[src/hdl/ptt_pkg.sv]
// Shared codes, defaults and controller/datapath handshake types for the priority task table.
`timescale 1ns / 1ps

package ptt_pkg;

   localparam int SLOTS_DEFAULT      = 16;
   localparam int IDENT_BITS_DEFAULT = 8;

   localparam logic [7:0] PRIO_LIMIT_RESET = 8'd255;

   // command codes
   localparam logic [1:0] CMD_ADD    = 2'd0;
   localparam logic [1:0] CMD_REMOVE = 2'd1;
   localparam logic [1:0] CMD_SELECT = 2'd2;
   localparam logic [1:0] CMD_QUERY  = 2'd3;

   // status codes
   localparam logic [2:0] STATUS_OK        = 3'd0;
   localparam logic [2:0] STATUS_PRESENT   = 3'd1;
   localparam logic [2:0] STATUS_NOT_FOUND = 3'd2;
   localparam logic [2:0] STATUS_FULL      = 3'd3;
   localparam logic [2:0] STATUS_NONE      = 3'd4;

   typedef struct packed {
      logic load;         // latch a new command, restart the scan
      logic scan;         // walk the list, compare each entry
      logic decide;       // capture the result of the scan
      logic append;       // write new entry at end of list
      logic shift_start;  // point the walk just past the removed entry
      logic shift;        // walk the tail, moving each entry down one
      logic drop;         // shorten the list by one
      logic finish;       // move captured result into the output register
   } ctrl_cmd_type;

   typedef struct packed {
      logic [1:0] op;
      logic       hit;
      logic       full;
      logic       need_shift;
      logic       walk_done;
      logic       out_free;
   } ctrl_status_type;

endpackage

[src/hdl/ptt_ram.sv]
// Generic single-write, single-read RAM with registered read data.
`timescale 1ns / 1ps

module ptt_ram #(
   parameter int WIDTH = 16,
   parameter int DEPTH = 16
) (
   input  logic                     clock,
   input  logic                     wr_en,
   input  logic [$clog2(DEPTH)-1:0] wr_addr,
   input  logic [WIDTH-1:0]         wr_data,
   input  logic                     rd_en,
   input  logic [$clog2(DEPTH)-1:0] rd_addr,
   output logic [WIDTH-1:0]         rd_data
);

   logic [WIDTH-1:0] mem [DEPTH];
   logic [WIDTH-1:0] rd_data_ff;

   always_ff @(posedge clock) begin
      if (wr_en) begin
         mem[wr_addr] <= wr_data;
      end
      if (rd_en) begin
         rd_data_ff <= mem[rd_addr];
      end
   end

   assign rd_data = rd_data_ff;

endmodule

[src/hdl/ptt_datapath.sv]
// Datapath: list memory, walk counters, compare logic, result and output registers.
`timescale 1ns / 1ps

module ptt_datapath #(
   parameter int SLOTS      = ptt_pkg::SLOTS_DEFAULT,
   parameter int IDENT_BITS = ptt_pkg::IDENT_BITS_DEFAULT
) (
   input  logic                      clock,
   input  logic                      reset,
   input  ptt_pkg::ctrl_cmd_type     cmd,
   output ptt_pkg::ctrl_status_type  status,
   input  logic [1:0]                req_tuser,
   input  logic [15:0]               req_tdata,
   input  logic                      csr_we,
   input  logic [7:0]                csr_wdata,
   output logic                      rsp_tvalid,
   input  logic                      rsp_tready,
   output logic [23:0]               rsp_tdata
);

   localparam int IDX_W  = $clog2(SLOTS);
   localparam int CNT_W  = $clog2(SLOTS + 1);
   localparam int WORD_W = IDENT_BITS + 8;

   // latched command
   logic [1:0]            op_ff;
   logic [IDENT_BITS-1:0] id_ff;
   logic [7:0]            prio_ff;
   logic [15:0]           id_wide;

   logic [7:0]            limit_ff;

   // list walk
   logic [CNT_W-1:0] count_ff, count_in;
   logic [CNT_W-1:0] ptr_ff, ptr_in;
   logic             rd_pend_ff, rd_pend_in;
   logic [IDX_W-1:0] rd_pos_ff, rd_pos_in;
   logic             issue;

   // scan findings
   logic                  hit_ff, hit_in;
   logic [IDX_W-1:0]      hit_pos_ff, hit_pos_in;
   logic                  best_valid_ff, best_valid_in;
   logic [IDENT_BITS-1:0] best_id_ff, best_id_in;
   logic [7:0]            best_prio_ff, best_prio_in;

   // captured result and output register
   logic [2:0]  res_status_ff, res_status_in;
   logic [7:0]  res_id_ff, res_id_in;
   logic [7:0]  res_prio_ff, res_prio_in;
   logic        res_listed_ff, res_listed_in;
   logic        rsp_valid_ff, rsp_valid_in;
   logic [23:0] rsp_data_ff;

   // memory
   logic                  wr_en;
   logic [IDX_W-1:0]      wr_addr;
   logic [WORD_W-1:0]     wr_data;
   logic [WORD_W-1:0]     rd_data;
   logic [IDENT_BITS-1:0] rd_id;
   logic [7:0]            rd_prio;
   logic [15:0]           best_id_wide;
   logic                  full;

   assign id_wide = {8'd0, req_tdata[7:0]};
   assign rd_id   = rd_data[IDENT_BITS-1:0];
   assign rd_prio = rd_data[WORD_W-1:IDENT_BITS];
   assign full    = (count_ff == CNT_W'(SLOTS));
   assign issue   = (cmd.scan || cmd.shift) && (ptr_ff < count_ff);

   ptt_ram #(
      .WIDTH (WORD_W),
      .DEPTH (SLOTS)
   ) u_list_ram (
      .clock   (clock),
      .wr_en   (wr_en),
      .wr_addr (wr_addr),
      .wr_data (wr_data),
      .rd_en   (issue),
      .rd_addr (ptr_ff[IDX_W-1:0]),
      .rd_data (rd_data)
   );

   // write port: append at the tail, or move a tail entry down during a shift
   always_comb begin
      wr_en   = 1'b0;
      wr_addr = count_ff[IDX_W-1:0];
      wr_data = {prio_ff, id_ff};
      if (cmd.append) begin
         wr_en = 1'b1;
      end else if (cmd.shift && rd_pend_ff) begin
         wr_en   = 1'b1;
         wr_addr = rd_pos_ff - IDX_W'(1);
         wr_data = rd_data;
      end
   end

   always_comb begin
      ptr_in        = ptr_ff;
      rd_pend_in    = 1'b0;
      rd_pos_in     = ptr_ff[IDX_W-1:0];
      count_in      = count_ff;
      hit_in        = hit_ff;
      hit_pos_in    = hit_pos_ff;
      best_valid_in = best_valid_ff;
      best_id_in    = best_id_ff;
      best_prio_in  = best_prio_ff;

      if (cmd.load) begin
         ptr_in        = '0;
         hit_in        = 1'b0;
         best_valid_in = 1'b0;
      end
      if (cmd.shift_start) begin
         ptr_in = CNT_W'(hit_pos_ff) + CNT_W'(1);
      end
      if (issue) begin
         ptr_in     = ptr_ff + CNT_W'(1);
         rd_pend_in = 1'b1;
      end
      if (cmd.scan && rd_pend_ff) begin
         if (rd_id == id_ff && !hit_ff) begin
            hit_in     = 1'b1;
            hit_pos_in = rd_pos_ff;
         end
         // strict compare keeps the earliest entry on equal priorities
         if (rd_prio < limit_ff && (!best_valid_ff || rd_prio < best_prio_ff)) begin
            best_valid_in = 1'b1;
            best_id_in    = rd_id;
            best_prio_in  = rd_prio;
         end
      end
      if (cmd.append) begin
         count_in = count_ff + CNT_W'(1);
      end else if (cmd.drop) begin
         count_in = count_ff - CNT_W'(1);
      end
   end

   assign best_id_wide = 16'(best_id_ff);

   always_comb begin
      res_status_in = res_status_ff;
      res_id_in     = res_id_ff;
      res_prio_in   = res_prio_ff;
      res_listed_in = res_listed_ff;
      if (cmd.decide) begin
         res_status_in = ptt_pkg::STATUS_OK;
         res_id_in     = 8'd0;
         res_prio_in   = 8'd0;
         res_listed_in = 1'b0;
         unique case (op_ff)
            ptt_pkg::CMD_ADD: begin
               if (hit_ff) begin
                  res_status_in = ptt_pkg::STATUS_PRESENT;
               end else if (full) begin
                  res_status_in = ptt_pkg::STATUS_FULL;
               end
            end
            ptt_pkg::CMD_REMOVE: begin
               if (!hit_ff) begin
                  res_status_in = ptt_pkg::STATUS_NOT_FOUND;
               end
            end
            ptt_pkg::CMD_SELECT: begin
               if (best_valid_ff) begin
                  res_id_in   = best_id_wide[7:0];
                  res_prio_in = best_prio_ff;
               end else begin
                  res_status_in = ptt_pkg::STATUS_NONE;
               end
            end
            ptt_pkg::CMD_QUERY: begin
               res_listed_in = hit_ff;
            end
            default: begin
               res_status_in = ptt_pkg::STATUS_OK;
            end
         endcase
      end
   end

   always_comb begin
      rsp_valid_in = rsp_valid_ff;
      if (cmd.finish) begin
         rsp_valid_in = 1'b1;
      end else if (rsp_tready) begin
         rsp_valid_in = 1'b0;
      end
   end

   always_ff @(posedge clock) begin
      if (reset) begin
         limit_ff     <= ptt_pkg::PRIO_LIMIT_RESET;
         count_ff     <= '0;
         ptr_ff       <= '0;
         rd_pend_ff   <= 1'b0;
         rsp_valid_ff <= 1'b0;
      end else begin
         if (csr_we) begin
            limit_ff <= csr_wdata;
         end
         count_ff     <= count_in;
         ptr_ff       <= ptr_in;
         rd_pend_ff   <= rd_pend_in;
         rsp_valid_ff <= rsp_valid_in;
      end
   end

   always_ff @(posedge clock) begin
      if (cmd.load) begin
         op_ff   <= req_tuser;
         id_ff   <= id_wide[IDENT_BITS-1:0];
         prio_ff <= req_tdata[15:8];
      end
      if (cmd.finish) begin
         rsp_data_ff <= {4'd0, res_listed_ff, res_prio_ff, res_id_ff, res_status_ff};
      end
      rd_pos_ff     <= rd_pos_in;
      hit_ff        <= hit_in;
      hit_pos_ff    <= hit_pos_in;
      best_valid_ff <= best_valid_in;
      best_id_ff    <= best_id_in;
      best_prio_ff  <= best_prio_in;
      res_status_ff <= res_status_in;
      res_id_ff     <= res_id_in;
      res_prio_ff   <= res_prio_in;
      res_listed_ff <= res_listed_in;
   end

   assign status.op         = op_ff;
   assign status.hit        = hit_ff;
   assign status.full       = full;
   assign status.need_shift = (CNT_W'(hit_pos_ff) + CNT_W'(1)) < count_ff;
   assign status.walk_done  = !rd_pend_ff && (ptr_ff >= count_ff);
   assign status.out_free   = !rsp_valid_ff || rsp_tready;

   assign rsp_tvalid = rsp_valid_ff;
   assign rsp_tdata  = rsp_data_ff;

endmodule

[src/hdl/ptt_controller.sv]
// Controller: sequences scan, update and response for one command at a time.
`timescale 1ns / 1ps

module ptt_controller (
   input  logic                     clock,
   input  logic                     reset,
   input  logic                     req_tvalid,
   output logic                     req_tready,
   input  ptt_pkg::ctrl_status_type status,
   output ptt_pkg::ctrl_cmd_type    cmd
);

   localparam logic [2:0] S_IDLE   = 3'd0;
   localparam logic [2:0] S_SCAN   = 3'd1;
   localparam logic [2:0] S_DECIDE = 3'd2;
   localparam logic [2:0] S_SHIFT  = 3'd3;
   localparam logic [2:0] S_DONE   = 3'd4;

   logic [2:0] state_ff, state_in;

   assign req_tready = (state_ff == S_IDLE);

   always_comb begin
      state_in = state_ff;
      cmd      = '0;
      unique case (state_ff)
         S_IDLE: begin
            if (req_tvalid) begin
               cmd.load = 1'b1;
               state_in = S_SCAN;
            end
         end
         S_SCAN: begin
            cmd.scan = 1'b1;
            if (status.walk_done) begin
               state_in = S_DECIDE;
            end
         end
         S_DECIDE: begin
            cmd.decide = 1'b1;
            state_in   = S_DONE;
            if (status.op == ptt_pkg::CMD_ADD && !status.hit && !status.full) begin
               cmd.append = 1'b1;
            end else if (status.op == ptt_pkg::CMD_REMOVE && status.hit) begin
               if (status.need_shift) begin
                  cmd.shift_start = 1'b1;
                  state_in        = S_SHIFT;
               end else begin
                  cmd.drop = 1'b1;
               end
            end
         end
         S_SHIFT: begin
            cmd.shift = 1'b1;
            if (status.walk_done) begin
               cmd.drop = 1'b1;
               state_in = S_DONE;
            end
         end
         S_DONE: begin
            if (status.out_free) begin
               cmd.finish = 1'b1;
               state_in   = S_IDLE;
            end
         end
         default: begin
            state_in = S_IDLE;
         end
      endcase
   end

   always_ff @(posedge clock) begin
      if (reset) begin
         state_ff <= S_IDLE;
      end else begin
         state_ff <= state_in;
      end
   end

endmodule

[src/hdl/priority_task_table.sv]
// Sequence: after the transfer the whole list is scanned and the result is decided; a remove
// that has to close a gap then moves each later entry down one, and the result enters the
// output register once that register is free.
// Throughput: one command at a time; the list walk through the one-read-port RAM sets it.
// A new command is taken once the previous result sits in the output register.
// Reset (synchronous, active high) empties the list and sets the priority limit to 255.
`timescale 1ns / 1ps

module priority_task_table #(
   parameter int SLOTS      = ptt_pkg::SLOTS_DEFAULT,
   parameter int IDENT_BITS = ptt_pkg::IDENT_BITS_DEFAULT
) (
   input  logic        clock,
   input  logic        reset,
   input  logic        req_tvalid,
   output logic        req_tready,
   input  logic [1:0]  req_tuser,   // cmd
   input  logic [15:0] req_tdata,   // task_id[7:0], task_prio[15:8]
   output logic        rsp_tvalid,
   input  logic        rsp_tready,
   output logic [23:0] rsp_tdata,   // status[2:0], found_id[10:3], found_prio[18:11],
                                    // is_listed[19], zero fill
   input  logic        csr_we,
   input  logic [7:0]  csr_wdata    // prio_limit
);

   ptt_pkg::ctrl_cmd_type    ctrl_cmd;
   ptt_pkg::ctrl_status_type ctrl_status;

   ptt_controller u_controller (
      .clock      (clock),
      .reset      (reset),
      .req_tvalid (req_tvalid),
      .req_tready (req_tready),
      .status     (ctrl_status),
      .cmd        (ctrl_cmd)
   );

   ptt_datapath #(
      .SLOTS      (SLOTS),
      .IDENT_BITS (IDENT_BITS)
   ) u_datapath (
      .clock      (clock),
      .reset      (reset),
      .cmd        (ctrl_cmd),
      .status     (ctrl_status),
      .req_tuser  (req_tuser),
      .req_tdata  (req_tdata),
      .csr_we     (csr_we),
      .csr_wdata  (csr_wdata),
      .rsp_tvalid (rsp_tvalid),
      .rsp_tready (rsp_tready),
      .rsp_tdata  (rsp_tdata)
   );

endmodule
[config.mk]
export PLATFORM = sky130hd
export DESIGN_NAME = priority_task_table
export DESIGN_NICKNAME = d
export VERILOG_FILES = /design/src/hdl/ptt_pkg.sv /design/src/hdl/ptt_ram.sv /design/src/hdl/ptt_datapath.sv /design/src/hdl/ptt_controller.sv /design/src/hdl/priority_task_table.sv
export SDC_FILE = /design/constraint.sdc
export NUM_CORES = 1
export LEC_CHECK = 0
export ABC_AREA = 1
export BUFFER_PORTS_ARGS = -buffer_cell sky130_fd_sc_hd__buf_2
export CORE_MARGIN = 10
export CORE_UTILIZATION = 34
export CTS_CLUSTER_DIAMETER = 100
export CTS_CLUSTER_SIZE = 20
export DETAILED_ROUTE_END_ITERATION = 8
export PLACE_DENSITY = 0.55
export SLEW_MARGIN = 20
export SYNTH_ARGS = -nofsm -noshare
export SYNTH_HDL_FRONTEND = slang
export SYNTH_SLANG_ARGS = --single-unit
export TNS_END_PERCENT = 50
[constraint.sdc]
create_clock -name clock -period 7 [get_ports clock]
set_input_delay 0.7 -clock clock [delete_from_list [all_inputs] [get_ports clock]]
set_output_delay 0.7 -clock clock [all_outputs]
set_load 0.05 [all_outputs]
==> flow_summary_export.csv <==
group,metric,value,unit
grt,grt_max_degree,88,
clock_network,htree_levels,1,
sta,hold_viol,0,
placed_design,portBuffers,52,
critical_path,crit_buf_inv,3,
layout,final_cell_count_no_fill,1916,
grt,grt_pass1_vias,9226,
layout,n_antenna_cell,0,
floorplanning,ios,57,
clock_network,clk_pin_slew,0.09,ns
yosys,synth_compound_area_share,8.991,%
sta,slew_violations,0,
layout,drive_above_1_share,10.26,%
critical_path,arrival,3.91,ns
sta,period_share,49.75,%
floorplanning,rows,78,
floorplanning,coreArea,0.04528,mm^2
clock_network,cts_root_buf,"clkbuf_16",
job,maxCapViolations,0,
critical_path,endpoint_kind,"flop",
outcome,status,"finished clean",
yosys,ys_seq_area_share,71.48,%
yosys,yosysWarnings,0,
sta,slew_headroom,31.77,%
critical_path,slowest_delay,0.84,ns
critical_path,critPathLaunch,"u_datapath.ptr_ff[0]",
yosys,synth_top_area_share,67.74,%
critical_path,cp_top_family,"buffers and inverters",
critical_path,cp_data_required_time,7.42,ns
yosys,synth.avg_cell_area,12.28,um^2
critical_path,cp_max_fo,62,
sta,skew,0.01595,ns
yosys,synth_edf_count,350,
clock_network,clock_path_buffers,3,
critical_path,cp_cell_sequence,"clkinv_2, ha_1, inv_1, nand4_1, nand3_1, inv_1, nand2_1, nand2_1, a21oi_1, nor2_1",
sta,fin_tns_setup,0,ns
placed_design,place_ws,3.466,ns
floorplanning,initial_utilization,34.26,%
yosys,synthArstFlopShare,0,%
layout,nets,1361,
yosys,synth_top_family_by_area,"simple AND/OR/NAND/NOR gates",
yosys,ys_types,39,
yosys,synth_area_leaders,"edfxtp_1 68%, nor2_1 6.3%, dfxtp_1 3.7%, o21ai_0 3.5%, nand2_1 3.3%",
grt,antenna_found_initial,0,
hold_path,hold_class,"input pin to flop",
critical_path,r2r_cells,10,
floorplanning,die_w,233.6,um
drt,vias,9470,
clock_network,cts-buffers-inserted,22,
critical_path,rr_endpoint,"u_datapath.ptr_ff[4]",
drt,via_per_inst,4.943,
sta,period_minus_slack,3.483,ns
clock_network,postCtsHoldBufs,0,
layout,area_growth,9.749,%
grt,grtUsageTotal,13.30,%
grt,grt_first_pass_wirelength,56.41,mm
yosys,ys_ff_latch,379,
pwr,peakVddDrop,0.2086,mV
yosys,synth_adder_area_share,2.468,%
placed_design,gp_congestion,0.7928,
critical_path,critPathLaunchType,"flop",
critical_path,r2r-start,"u_datapath.ptr_ff[0]",
clock_network,clock_latency,0.55,ns
placed_design,dp_hpwl,23.85,mm
critical_path,cp-endpoint,"u_datapath.ptr_ff[4]",
drt,wl_per_cell,19.16,um
yosys,syn-instance-count,1264,
drt,wirelength,36.72,mm
yosys,synth_top_cell_by_area,"edfxtp_1",
critical_path,critPathKind,"flop to flop",
pwr,power_leakage,0.005858,uW
sta,setup_ws,3.517,ns
sta,tightest_slew,1.022,ns
yosys,synth-simple-area-share,12.35,%
floorplanning,dieArea,0.05458,mm^2
yosys,synthMuxAreaShare,0,%
drt,dr.pass1.iters,5,
clock_network,postCtsSetupBuffers,0,
critical_path,crit_cells,10,
yosys,netlist_area,0.01552,mm^2
clock_network,postCtsResizedCells,0,
sta,rsz0062_at_grt,"no",
clock_network,cts.sinks,379,
sta,setup_viol,0,
drt,drc,0,
grt,grt-ovfl-total,0,
floorplanning,die_height,233.6,um
yosys,synth_ff_type,"edfxtp_1",
pwr,p_per_area,240.2,mW/mm^2
layout,final_common_cell,"edfxtp_1",
sta,clock.fmax,0.2871,GHz
critical_path,cp_slowest_cell,"clkinv_2",
yosys,synth_xor_area_share,0.6209,%
critical_path,reg2reg_slack,3.52,ns
clock_network,cts_tree,"built",
drt,initialDrtViolationCount,932,
drt,drtAntennaViolNets,0,
pwr,design_power_total,4091,uW
layout,final_cell_mix,"350 x edfxtp_1, 248 x nor2_1, 138 x nand2_1",
placed_design,place_inst,1876,
power by group:
part           internal, uW  switching, uW  leakage (uW)
clock network           621            709      0.000304
logic                  63.5            178       0.00214
registers              2500           24.2       0.00341
total                  3180            911       0.00586
flip-flops by register name (all words and copies together) (netlist names), 8 cells and up:
| name | cells |
|---|---|
| u_datapath.best_prio_ff | 8 |
| u_datapath.prio_ff | 8 |
| u_datapath.u_list_ram.mem | 256 |
| u_datapath.u_list_ram.rd_data | 16 |
| u_datapath.best_id_ff | 8 |
| u_datapath.limit_ff | 8 |
| u_datapath.res_id_ff | 8 |
| u_datapath.rsp_tdata | 20 |
| u_datapath.id_ff | 8 |
| u_datapath.res_prio_ff | 8 |
how the worst min path moves through the flow:
| stage | startpoint | endpoint | slack (ns) | cells after the start |
|---|---|---|---|---|
| after floorplan | u_datapath.ptr_ff[2] | u_datapath.rd_pos_ff[2] | 0.38 | 0 |
| after global placement | u_datapath.res_status_ff[2] | u_datapath.rsp_tdata[2] | 0.41 | 0 |
| after detailed placement | u_datapath.res_status_ff[1] | u_datapath.rsp_tdata[1] | 0.40 | 0 |
| after CTS | req_tdata[12] | u_datapath.prio_ff[4] | 0.31 | 1 |
| after global routing | req_tdata[12] | u_datapath.prio_ff[4] | 0.30 | 1 |
| final | req_tdata[12] | u_datapath.prio_ff[4] | 0.33 | 1 |
per-layer routing:
layer / track usage, % / routed length, um / vias up
li1: - / - / 4542
met5: 0 / 0 / -
met1: 19.71 / 17960 / 4686
met4: 2.560 / 598 / 0
met2: 20.49 / 16510 / 202
met3: 1.784 / 1651 / 40
cell usage after synthesis (2+ instances only):
| library cell | number |
|---|---|
| edfxtp_1 | 350 |
| nor2_1 | 259 |
| nand2_1 | 138 |
| o21ai_0 | 110 |
| inv_1 | 72 |
| nand3_1 | 45 |
| o211ai_1 | 32 |
| o32ai_1 | 32 |
| dfxtp_1 | 29 |
| ha_1 | 29 |
| a21oi_1 | 26 |
| clkbuf_1 | 26 |
| buf_2 | 18 |
| o21ai_1 | 16 |
| buf_4 | 12 |
| inv_2 | 8 |
| nand3_2 | 6 |
| nand4_1 | 6 |
| nor3_1 | 6 |
| xnor2_1 | 6 |
| xor2_1 | 5 |
| buf_6 | 4 |
| nor2_2 | 4 |
| a211oi_1 | 3 |
| nand2_2 | 3 |
| o21bai_1 | 3 |
| o21ai_2 | 2 |
| o22ai_1 | 2 |
| or2_2 | 2 |
kinds of logic (layout without fill, tap and decap cells):
kind of cell	Yosys count	in the layout
fa+ha+maj	30	30
xor+xnor	11	11
other cells	1	4
compound gates	230	230
simple gates	471	471
flops	379	379
buf+inv	142	191
cell type report:
type                            instances  area [um^2]
Clock buffer                           40        639.4
Fill cell                            4395        28250
Inverter                               81        305.3
Multi-Input combinational cell        746         3840
Sequential cell                       379        11100
Tap cell                              600        750.7
Timing Repair Buffer                   70        395.4
stage by stage:
step | utilization (%) | hold slack [ns] | instance area [um^2]
3_5_place_dp | 36.19 | 0.4045 | 16390
3_3_place_gp | 36.18 | 0.4053 | 16380
2_1_floorplan | - | 0.3771 | 15530
4_1_cts | 37.61 | 0.3064 | 17030
5_1_grt | 37.61 | 0.3033 | 17030
6_report | 37.61 | 0.3302 | 17030
(Power assumes the default switching activity.)
